### config.mk
export PLATFORM = sky130hd
export DESIGN_NAME = md4_message_digest_unit_flat
export DESIGN_NICKNAME = d
export VERILOG_FILES = /design/src/rtl/core/md4_pkg.sv /design/src/rtl/core/md4_if.sv /design/src/rtl/core/md4_buf.sv /design/src/rtl/core/md4_round.sv /design/src/rtl/core/md4_message_digest_unit.sv /design/src/flat_wrapper.sv
export SDC_FILE = /design/constraint.sdc
export NUM_CORES = 2
export LEC_CHECK = 0
export ABC_AREA = 0
export BUFFER_PORTS_ARGS = -buffer_cell sky130_fd_sc_hd__buf_2
export CAP_MARGIN = 30
export CORE_UTILIZATION = 55
export CTS_CLUSTER_DIAMETER = 150
export DETAILED_ROUTE_END_ITERATION = 10
export PLACE_DENSITY = 0.78
export SLEW_MARGIN = 10
export SYNTH_ARGS = -nofsm -noshare
export SYNTH_HDL_FRONTEND = slang
export SYNTH_SLANG_ARGS = --single-unit
export TNS_END_PERCENT = 1
### constraint.sdc
create_clock -name clk_i -period 12.2 [get_ports clk_i]
set_input_delay 1.22 -clock clk_i [delete_from_list [all_inputs] [get_ports clk_i]]
set_output_delay 1.22 -clock clk_i [all_outputs]
set_load 0.01 [all_outputs]
### src/rtl/core/md4_pkg.sv
`timescale 1ns / 1ps

package md4_pkg;

  localparam logic [31:0] IvA = 32'h67452301;
  localparam logic [31:0] IvB = 32'hefcdab89;
  localparam logic [31:0] IvC = 32'h98badcfe;
  localparam logic [31:0] IvD = 32'h10325476;
  localparam logic [31:0] K1 = 32'h5A827999;
  localparam logic [31:0] K2 = 32'h6ED9EBA1;
  localparam logic [7:0] PadByte = 8'h80;
  localparam int unsigned NumSteps = 48;

  typedef logic [3:0][31:0] chain_t;

  typedef struct packed {
    logic start;
    logic init;
  } md4_ctl_t;

  typedef struct packed {
    logic busy;
    logic done;
  } md4_stat_t;

  // Message word used by a step: in order, then column order, then bit-reversed order.
  function automatic logic [3:0] word_order(input logic [5:0] step);
    logic [3:0] j;
    logic [3:0] idx;
    begin
      j = step[3:0];
      case (step[5:4])
        2'd0: idx = j;
        2'd1: idx = {j[1:0], j[3:2]};
        2'd2: idx = {j[0], j[1], j[2], j[3]};
        default: idx = 4'd0;
      endcase
      return idx;
    end
  endfunction

  function automatic logic [4:0] rot_amount(input logic [1:0] round, input logic [1:0] lane);
    logic [4:0] s;
    begin
      case ({round, lane})
        4'h0: s = 5'd3;
        4'h1: s = 5'd7;
        4'h2: s = 5'd11;
        4'h3: s = 5'd19;
        4'h4: s = 5'd3;
        4'h5: s = 5'd5;
        4'h6: s = 5'd9;
        4'h7: s = 5'd13;
        4'h8: s = 5'd3;
        4'h9: s = 5'd9;
        4'hA: s = 5'd11;
        4'hB: s = 5'd15;
        default: s = 5'd1;
      endcase
      return s;
    end
  endfunction

  function automatic logic [31:0] rotl32(input logic [31:0] v, input logic [4:0] s);
    return (v << s) | (v >> (6'd32 - {1'b0, s}));
  endfunction

endpackage

### src/rtl/core/md4_if.sv
`timescale 1ns / 1ps

interface md4_in_if;
  logic       valid;
  logic       ready;
  logic [7:0] msg_byte;
  logic       has_byte;
  logic       end_of_message;

  modport source (output valid, output msg_byte, output has_byte, output end_of_message,
                  input ready);
  modport sink (input valid, input msg_byte, input has_byte, input end_of_message,
                output ready);
endinterface

interface md4_out_if;
  logic        valid;
  logic        ready;
  logic [31:0] digest_word;
  logic [1:0]  word_index;
  logic        last_word;

  modport source (output valid, output digest_word, output word_index, output last_word,
                  input ready);
  modport sink (input valid, input digest_word, input word_index, input last_word,
                output ready);
endinterface

### src/rtl/core/md4_buf.sv
`timescale 1ns / 1ps

module md4_buf (
  input  logic        clk_i,
  input  logic        we_i,
  input  logic [3:0]  waddr_i,
  input  logic [31:0] wdata_i,
  input  logic [3:0]  raddr_i,
  output logic [31:0] rdata_o
);

  logic [31:0] mem_q [16];
  logic [31:0] rdata_q;

  always_ff @(posedge clk_i) begin
    if (we_i) begin
      mem_q[waddr_i] <= wdata_i;
    end
    rdata_q <= mem_q[raddr_i];
  end

  assign rdata_o = rdata_q;

endmodule

### src/rtl/core/md4_round.sv
`timescale 1ns / 1ps

module md4_round import md4_pkg::*; (
  input  logic        clk_i,
  input  logic        rst_ni,
  input  md4_ctl_t    ctl_i,
  input  logic [31:0] rdata_i,
  output logic [3:0]  raddr_o,
  output md4_stat_t   stat_o,
  output chain_t      chain_o
);

  logic        busy_q;
  logic [5:0]  iss_q;
  chain_t      chain_q;
  logic [31:0] wa_q, wb_q, wc_q, wd_q;

  logic [5:0]  step;
  logic [31:0] f, k, sum, rot;
  logic        last_step;

  // Reads run one step ahead of the datapath to cover the memory latency.
  assign raddr_o   = word_order(iss_q);
  assign step      = iss_q - 6'd1;
  assign last_step = busy_q && (iss_q == 6'(NumSteps));

  always_comb begin
    case (step[5:4])
      2'd0: begin
        f = wd_q ^ (wb_q & (wc_q ^ wd_q));
        k = '0;
      end
      2'd1: begin
        f = (wb_q & wc_q) | (wb_q & wd_q) | (wc_q & wd_q);
        k = K1;
      end
      2'd2: begin
        f = wb_q ^ wc_q ^ wd_q;
        k = K2;
      end
      default: begin
        f = '0;
        k = '0;
      end
    endcase
    sum = wa_q + f + rdata_i + k;
    rot = rotl32(sum, rot_amount(step[5:4], step[1:0]));
  end

  always_ff @(posedge clk_i or negedge rst_ni) begin
    if (!rst_ni) begin
      busy_q  <= 1'b0;
      iss_q   <= '0;
      chain_q <= {IvD, IvC, IvB, IvA};
      wa_q    <= '0;
      wb_q    <= '0;
      wc_q    <= '0;
      wd_q    <= '0;
    end else begin
      if (ctl_i.init) begin
        chain_q <= {IvD, IvC, IvB, IvA};
      end
      if (ctl_i.start) begin
        busy_q <= 1'b1;
        iss_q  <= '0;
        wa_q   <= chain_q[0];
        wb_q   <= chain_q[1];
        wc_q   <= chain_q[2];
        wd_q   <= chain_q[3];
      end else if (busy_q) begin
        iss_q <= iss_q + 6'd1;
        if (iss_q != '0) begin
          wa_q <= wd_q;
          wb_q <= rot;
          wc_q <= wb_q;
          wd_q <= wc_q;
        end
        if (last_step) begin
          busy_q     <= 1'b0;
          chain_q[0] <= chain_q[0] + wd_q;
          chain_q[1] <= chain_q[1] + rot;
          chain_q[2] <= chain_q[2] + wb_q;
          chain_q[3] <= chain_q[3] + wc_q;
        end
      end
    end
  end

  assign stat_o.busy = busy_q;
  assign stat_o.done = last_step;
  assign chain_o     = chain_q;

endmodule

### src/rtl/core/md4_message_digest_unit.sv
`timescale 1ns / 1ps

// MD4 digest engine for a byte stream.
// The input channel takes one word per item: a message byte with its has_byte
// flag and an end_of_message flag. A word with has_byte low only ends the
// message, or does nothing when end_of_message is low as well.
// Message bytes are packed into 32-bit words in a 16-entry block memory. Input
// is taken one word per cycle while no block is in work. The word that fills a
// 64-byte block starts the compression, which holds off input until it is done,
// one step per cycle with the memory read for each step issued ahead of it.
// At message end the padding sequencer writes one memory word per cycle (a setup
// state, then up to 16 writes), then compresses, and does so twice when
// the length no longer fits the last block.
// The output channel then carries the four digest words a, b, c, d, one per
// cycle while the receiver is ready. A stalled receiver holds the current word
// and input stays blocked until d is taken; the engine then reloads its
// initial values and takes the next message.
// Reset loads the initial chaining values and clears the byte count; the
// block accepts input as soon as reset is released.
module md4_message_digest_unit import md4_pkg::*; (
  input logic clk_i,
  input logic rst_ni,
  md4_in_if.sink in_i,
  md4_out_if.source out_o
);

  typedef enum logic [2:0] {
    S_IDLE,
    S_COMP,
    S_PREP,
    S_PAD,
    S_OUT
  } state_e;

  state_e      state_q;
  logic [60:0] cnt_q;
  logic [31:0] word_q;
  logic [3:0]  pidx_q;
  logic        two_q;
  logic        second_q;
  logic        fin_q;
  logic        pend_q;
  logic        pad_q;
  logic [1:0]  oidx_q;

  md4_ctl_t    ctl;
  md4_stat_t   stat;
  chain_t      chain;
  logic [3:0]  raddr;
  logic [31:0] rdata;
  logic        mem_we;
  logic [3:0]  mem_waddr;
  logic [31:0] mem_wdata;
  logic [31:0] pad_word;
  logic [31:0] pad_data;
  logic [63:0] bit_len;
  logic [5:0]  pos;
  logic        in_acc;
  logic        out_acc;
  logic        len_blk;
  logic        byte_acc;

  assign pos      = cnt_q[5:0];
  assign bit_len  = {cnt_q, 3'b000};
  assign len_blk  = !two_q || second_q;
  assign in_acc   = in_i.valid && in_i.ready;
  assign out_acc  = out_o.valid && out_o.ready;
  assign byte_acc = in_acc && in_i.has_byte;

  always_comb begin
    for (int l = 0; l < 4; l++) begin
      if (2'(l) < pos[1:0]) begin
        pad_word[8*l +: 8] = word_q[8*l +: 8];
      end else if (2'(l) == pos[1:0]) begin
        pad_word[8*l +: 8] = PadByte;
      end else begin
        pad_word[8*l +: 8] = '0;
      end
    end
    if (!second_q && (pidx_q == pos[5:2])) begin
      pad_data = pad_word;
    end else if (len_blk && (pidx_q == 4'd14)) begin
      pad_data = bit_len[31:0];
    end else if (len_blk && (pidx_q == 4'd15)) begin
      pad_data = bit_len[63:32];
    end else begin
      pad_data = '0;
    end
  end

  assign mem_we    = (byte_acc && (pos[1:0] == 2'd3)) || (state_q == S_PAD);
  assign mem_waddr = (state_q == S_PAD) ? pidx_q : pos[5:2];
  assign mem_wdata = (state_q == S_PAD) ? pad_data : {in_i.msg_byte, word_q[23:0]};

  assign ctl.start = (byte_acc && (pos == 6'd63)) ||
                     ((state_q == S_PAD) && (pidx_q == 4'd15));
  assign ctl.init  = out_acc && (oidx_q == 2'd3);

  md4_buf u_buf (
    .clk_i   (clk_i),
    .we_i    (mem_we),
    .waddr_i (mem_waddr),
    .wdata_i (mem_wdata),
    .raddr_i (raddr),
    .rdata_o (rdata)
  );

  md4_round u_round (
    .clk_i   (clk_i),
    .rst_ni  (rst_ni),
    .ctl_i   (ctl),
    .rdata_i (rdata),
    .raddr_o (raddr),
    .stat_o  (stat),
    .chain_o (chain)
  );

  always_ff @(posedge clk_i or negedge rst_ni) begin
    if (!rst_ni) begin
      state_q  <= S_IDLE;
      cnt_q    <= '0;
      word_q   <= '0;
      pidx_q   <= '0;
      two_q    <= 1'b0;
      second_q <= 1'b0;
      fin_q    <= 1'b0;
      pend_q   <= 1'b0;
      pad_q    <= 1'b0;
      oidx_q   <= '0;
    end else begin
      case (state_q)
        S_IDLE: begin
          if (in_acc) begin
            if (in_i.has_byte) begin
              word_q[8*pos[1:0] +: 8] <= in_i.msg_byte;
              cnt_q <= cnt_q + 61'd1;
            end
            if (byte_acc && (pos == 6'd63)) begin
              pend_q  <= in_i.end_of_message;
              state_q <= S_COMP;
            end else if (in_i.end_of_message) begin
              state_q <= S_PREP;
            end
          end
        end
        S_COMP: begin
          if (stat.done) begin
            if (fin_q) begin
              oidx_q  <= '0;
              state_q <= S_OUT;
            end else if (pad_q) begin
              second_q <= 1'b1;
              pidx_q   <= '0;
              state_q  <= S_PAD;
            end else if (pend_q) begin
              state_q <= S_PREP;
            end else begin
              state_q <= S_IDLE;
            end
          end
        end
        S_PREP: begin
          pidx_q   <= pos[5:2];
          two_q    <= (pos[5:2] >= 4'd14);
          second_q <= 1'b0;
          pad_q    <= 1'b1;
          state_q  <= S_PAD;
        end
        S_PAD: begin
          if (pidx_q == 4'd15) begin
            fin_q   <= len_blk;
            state_q <= S_COMP;
          end else begin
            pidx_q <= pidx_q + 4'd1;
          end
        end
        S_OUT: begin
          if (out_acc) begin
            oidx_q <= oidx_q + 2'd1;
            if (oidx_q == 2'd3) begin
              cnt_q   <= '0;
              fin_q   <= 1'b0;
              pad_q   <= 1'b0;
              pend_q  <= 1'b0;
              state_q <= S_IDLE;
            end
          end
        end
        default: begin
          state_q <= S_IDLE;
        end
      endcase
    end
  end

  assign in_i.ready        = (state_q == S_IDLE);
  assign out_o.valid       = (state_q == S_OUT);
  assign out_o.digest_word = chain[oidx_q];
  assign out_o.word_index  = oidx_q;
  assign out_o.last_word   = (oidx_q == 2'd3);

  a_ready_not_busy: assert property (@(posedge clk_i) disable iff (!rst_ni)
    in_i.ready |-> !stat.busy)
    else $error("input accepted while a block is compressed");

  a_no_write_busy: assert property (@(posedge clk_i) disable iff (!rst_ni)
    stat.busy |-> !mem_we)
    else $error("block memory written during compression");

  a_count_cleared: assert property (@(posedge clk_i) disable iff (!rst_ni)
    (out_acc && out_o.last_word) |=> (cnt_q == '0) && in_i.ready)
    else $error("engine not restarted after the last digest word");

  a_no_overlap: assert property (@(posedge clk_i) disable iff (!rst_ni)
    !(out_o.valid && in_i.ready))
    else $error("input open while the digest is delivered");

endmodule
### src/flat_wrapper.sv
// flat-port wrapper written by rule: the top's interface ports become plain ports
module md4_message_digest_unit_flat import md4_pkg::*;
  (clk_i, rst_ni, in_i_valid, in_i_msg_byte, in_i_has_byte, in_i_end_of_message, in_i_ready, out_o_valid, out_o_digest_word, out_o_word_index, out_o_last_word, out_o_ready);
  md4_in_if in_i_i ();
  md4_out_if out_o_i ();
  input logic clk_i;
  input logic rst_ni;
  input wire logic [$bits(in_i_i.valid)-1:0] in_i_valid;
  input wire logic [$bits(in_i_i.msg_byte)-1:0] in_i_msg_byte;
  input wire logic [$bits(in_i_i.has_byte)-1:0] in_i_has_byte;
  input wire logic [$bits(in_i_i.end_of_message)-1:0] in_i_end_of_message;
  output wire logic [$bits(in_i_i.ready)-1:0] in_i_ready;
  output wire logic [$bits(out_o_i.valid)-1:0] out_o_valid;
  output wire logic [$bits(out_o_i.digest_word)-1:0] out_o_digest_word;
  output wire logic [$bits(out_o_i.word_index)-1:0] out_o_word_index;
  output wire logic [$bits(out_o_i.last_word)-1:0] out_o_last_word;
  input wire logic [$bits(out_o_i.ready)-1:0] out_o_ready;
  assign in_i_i.valid = in_i_valid;
  assign in_i_i.msg_byte = in_i_msg_byte;
  assign in_i_i.has_byte = in_i_has_byte;
  assign in_i_i.end_of_message = in_i_end_of_message;
  assign in_i_ready = in_i_i.ready;
  assign out_o_valid = out_o_i.valid;
  assign out_o_digest_word = out_o_i.digest_word;
  assign out_o_word_index = out_o_i.word_index;
  assign out_o_last_word = out_o_i.last_word;
  assign out_o_i.ready = out_o_ready;
  md4_message_digest_unit u_core (.clk_i(clk_i), .rst_ni(rst_ni), .in_i(in_i_i), .out_o(out_o_i));
endmodule
==> results_dict.tcl <==
set metrics [dict create \
    grt_antenna_before_repair 0 \
    max_freq_ghz 0.0883 \
    finalWeightedCongestion 0.969 \
    ys_seq_area_share_pct 49.3 \
    grtUsageMet3_pct 4.93 \
    ys_ff_latch 906 \
    end_kind "flip-flop" \
    crit_slowest_cell "xnor2_2" \
    syn_area_sq_mm 0.0510 \
    synth-edff-count 512 \
    cts_tree "done" \
    critPathLaunch "u_core.u_round.iss_q[0]" \
    track_usage_pct 31.5 \
    rr_worst_depth 40 \
    required_ns 12.82 \
    slew_headroom_pct 20.6 \
    clk_path_buf_depth 3 \
    avgSynthCellArea_sq_um 10.3 \
    netlist.area_leader.share_pct 30.2 \
    drt-initial-drc-count 4519 \
    viasPerCell 6.47 \
    top_usage_layer "met2" \
    slowest_delay_ns 0.62 \
    cp-endpoint "u_core.u_round.chain_o[63]" \
    rsz0062_at_grt "false" \
    area_delta_synth_final_pct 9.70 \
    fill_cells 7242 \
    ir_drop_mv 0.182 \
    finalHoldViolations 0 \
    worst_pin_slew_ns 1.19 \
    finalCritPeriodShare_pct 92.8 \
    clk_pin_slew_ns 0.06 \
    slew_violations 0 \
    cts_buffers 93 \
    std_cell_rows 111 \
    ys_types 100 \
    clock-sinks 906 \
    grt_max_degree 176 \
    netlist_top_cells_count "edfxtp_1, nand2_1, a21oi_1, nor2_1, dfrtp_1" \
    die-area_sq_mm 0.0939 \
    ys_warn_count 0 \
    cellLeakagePower_nw 23.3 \
    wl_per_cell_um 23.9 \
    root_buffer "clkbuf_16" \
    async_reset_ff_share_pct 40.0 \
    wl_um 149000 \
    cp_data_arrival_time_ns 11.94 \
    synth_area_leader_cell "edfxtp_1" \
    layout-drive-gt1-share_pct 9.52 \
    ioPinCount 51 \
    finalCriticalPeriod_ns 11.33 \
    hold_path_class "reg -> reg" \
    port_buffers 50 \
    grt_pass1_vias 38764 \
    synthCells 4945 \
    grt_first_pass_wirelength_um 228000 \
    cts.htree.levels 3 \
    grtUsageMet2_pct 49.8 \
    cap_violations 0 \
    tns_ns 0 \
    powerDensity_mw_per_mm2 111 \
    skew_ns 0.0719 \
    synth.most_common_cell "edfxtp_1" \
    drc 0 \
    rrSetupSlack_ns 0.87 \
    synth_ff_type "edfxtp_1" \
    grt_overflow 0 \
    crit_fanout 34 \
    cts_resized 0 \
    finalSetupViolations 0 \
    core_area_sq_mm 0.0918 \
    startpoint_type "flip-flop" \
    whs_ns 0.479 \
    vias 40226 \
    die_w_um 306 \
    ant_nets 0 \
    clk_latency_ns 0.71 \
    r2r-start "u_core.u_round.iss_q[0]" \
    grt_use_met1_pct 41.9 \
    worst-setup-path-type "reg -> reg" \
    dr.pass1.iters 6 \
    regToRegEndpoint "u_core.u_round.chain_o[63]" \
    post-cts-setup-buffers 0 \
    yosys-top-cells-area "edfxtp_1, dfrtp_1, ha_1" \
    outcome "complete, no violations" \
    dpl.hpwl_um 97900 \
    finalNetCount 5207 \
    die_h_um 306 \
    cts_hold_buf 0 \
    initial_utilization_pct 55.5 \
    syn-num-nets 5261 \
]
==> where the power goes <==
part           internal [mW]  leakage [nW]  total [mW]  switching (mW)
clock network           1.66          1.54        2.93            1.27
registers               3.22          9.48        3.22        0.000291
logic                0.00662          12.3      0.0460          0.0393
total                   4.89          23.3        6.19            1.31
==> logic make-up after synthesis <==
logic type / count (synthesis) / share of synthesized area [%]
AO/OA/AOI/OAI: 1488 / 18.2
XOR/XNOR: 209 / 3.60
adder cells (fa/ha/maj): 302 / 8.28
buffers and inverters: 488 / 3.64
flip-flops: 906 / 49.3
multiplexers: 201 / 4.77
AND/OR/NAND/NOR: 1351 / 12.2
==> routing by layer <==
metal / vias up / share of wire, %
li1: 18268 / -
met1: 19731 / 40
met2: 1818 / 47
met3: 409 / 7.6
met4: 0 / 5.8
met5: - / 0
==> cell type report <==
| cell class | instances | area (sq um) | share of cell area (%) |
|---|---|---|---|
| repair buffers | 150 | 1030 | 1.84 |
| clock buffers | 130 | 2610 | 4.66 |
| clock inverters | 43 | 566 | 1.01 |
| well taps | 1243 | 1560 | 2.78 |
| multi-input cells | 3551 | 24300 | 43.5 |
| diodes | 2 | 5.00 | 0.00895 |
| flip-flops and latches | 906 | 25200 | 45.0 |
| inverters | 189 | 709 | 1.27 |
==> state kept, by name, indices dropped and copies added, names as in the netlist, 3 cells and up <==
signal,count
u_core.cnt_q,61
u_core.pidx_q,4
u_core.state_q,3
u_core.u_buf.mem_q,512
u_core.u_buf.rdata_o,32
u_core.u_round.chain_o,128
u_core.u_round.iss_q,6
u_core.u_round.wa_q,32
u_core.u_round.wb_q,32
u_core.u_round.wc_q,32
u_core.u_round.wd_q,32
u_core.word_q,24
==> worst min path at each step <==
| stage | endpoint | depth (start not counted) | slack (ns) | startpoint |
|---|---|---|---|---|
| 2_1_floorplan | u_core.word_q[10] | 2 | 0.45 | u_core.word_q[10] |
| 3_3_place_gp | u_core.word_q[12] | 2 | 0.46 | u_core.word_q[12] |
| 3_5_place_dp | u_core.word_q[17] | 2 | 0.47 | u_core.word_q[17] |
| 4_1_cts | u_core.word_q[17] | 2 | 0.48 | u_core.word_q[17] |
| 5_1_grt | u_core.word_q[17] | 2 | 0.51 | u_core.word_q[17] |
| 6_report | u_core.word_q[20] | 2 | 0.48 | u_core.word_q[20] |
==> through the flow <==
step / utilization, % / cells / power, mW / area [sq um] / setup slack [ns]
finish: 60.9 / 6214 / 6.19 / 55900 / 0.874
CTS: 60.9 / 6210 / 6.22 / 55900 / 1.10
floorplan: - / 4945 / 3.29 / 51000 / 2.77
global placement: 57.4 / 6035 / 3.33 / 52700 / 1.33
global route: 60.9 / 6212 / 6.34 / 55900 / 0.119
detailed placement: 57.5 / 6037 / 3.33 / 52700 / 1.11
==> cells in the final DEF, fill, tap and decap left out, types with 140 or more instances in the layout <==
| cell type | count |
|---|---|
| a211oi_1 | 165 |
| nand2_1 | 476 |
| dfrtp_1 | 297 |
| o21ai_0 | 228 |
| ha_1 | 243 |
| nor3_1 | 168 |
| edfxtp_1 | 512 |
| a21oi_1 | 466 |
| mux2i_1 | 161 |
| nor2_1 | 294 |
| inv_1 | 186 |
| o22ai_1 | 140 |
==> critical path, delay by kind of cell (launching register included) <==
kind | cells | cell delay, ns
compound gates | 14 | 3.71
simple gates | 13 | 2.81
fa+ha+maj | 6 | 2.28
buf+inv | 5 | 1.13
xor+xnor | 2 | 0.78
flops | 1 | 0.50
No activity file was read; power rests on OpenSTA's default activity.
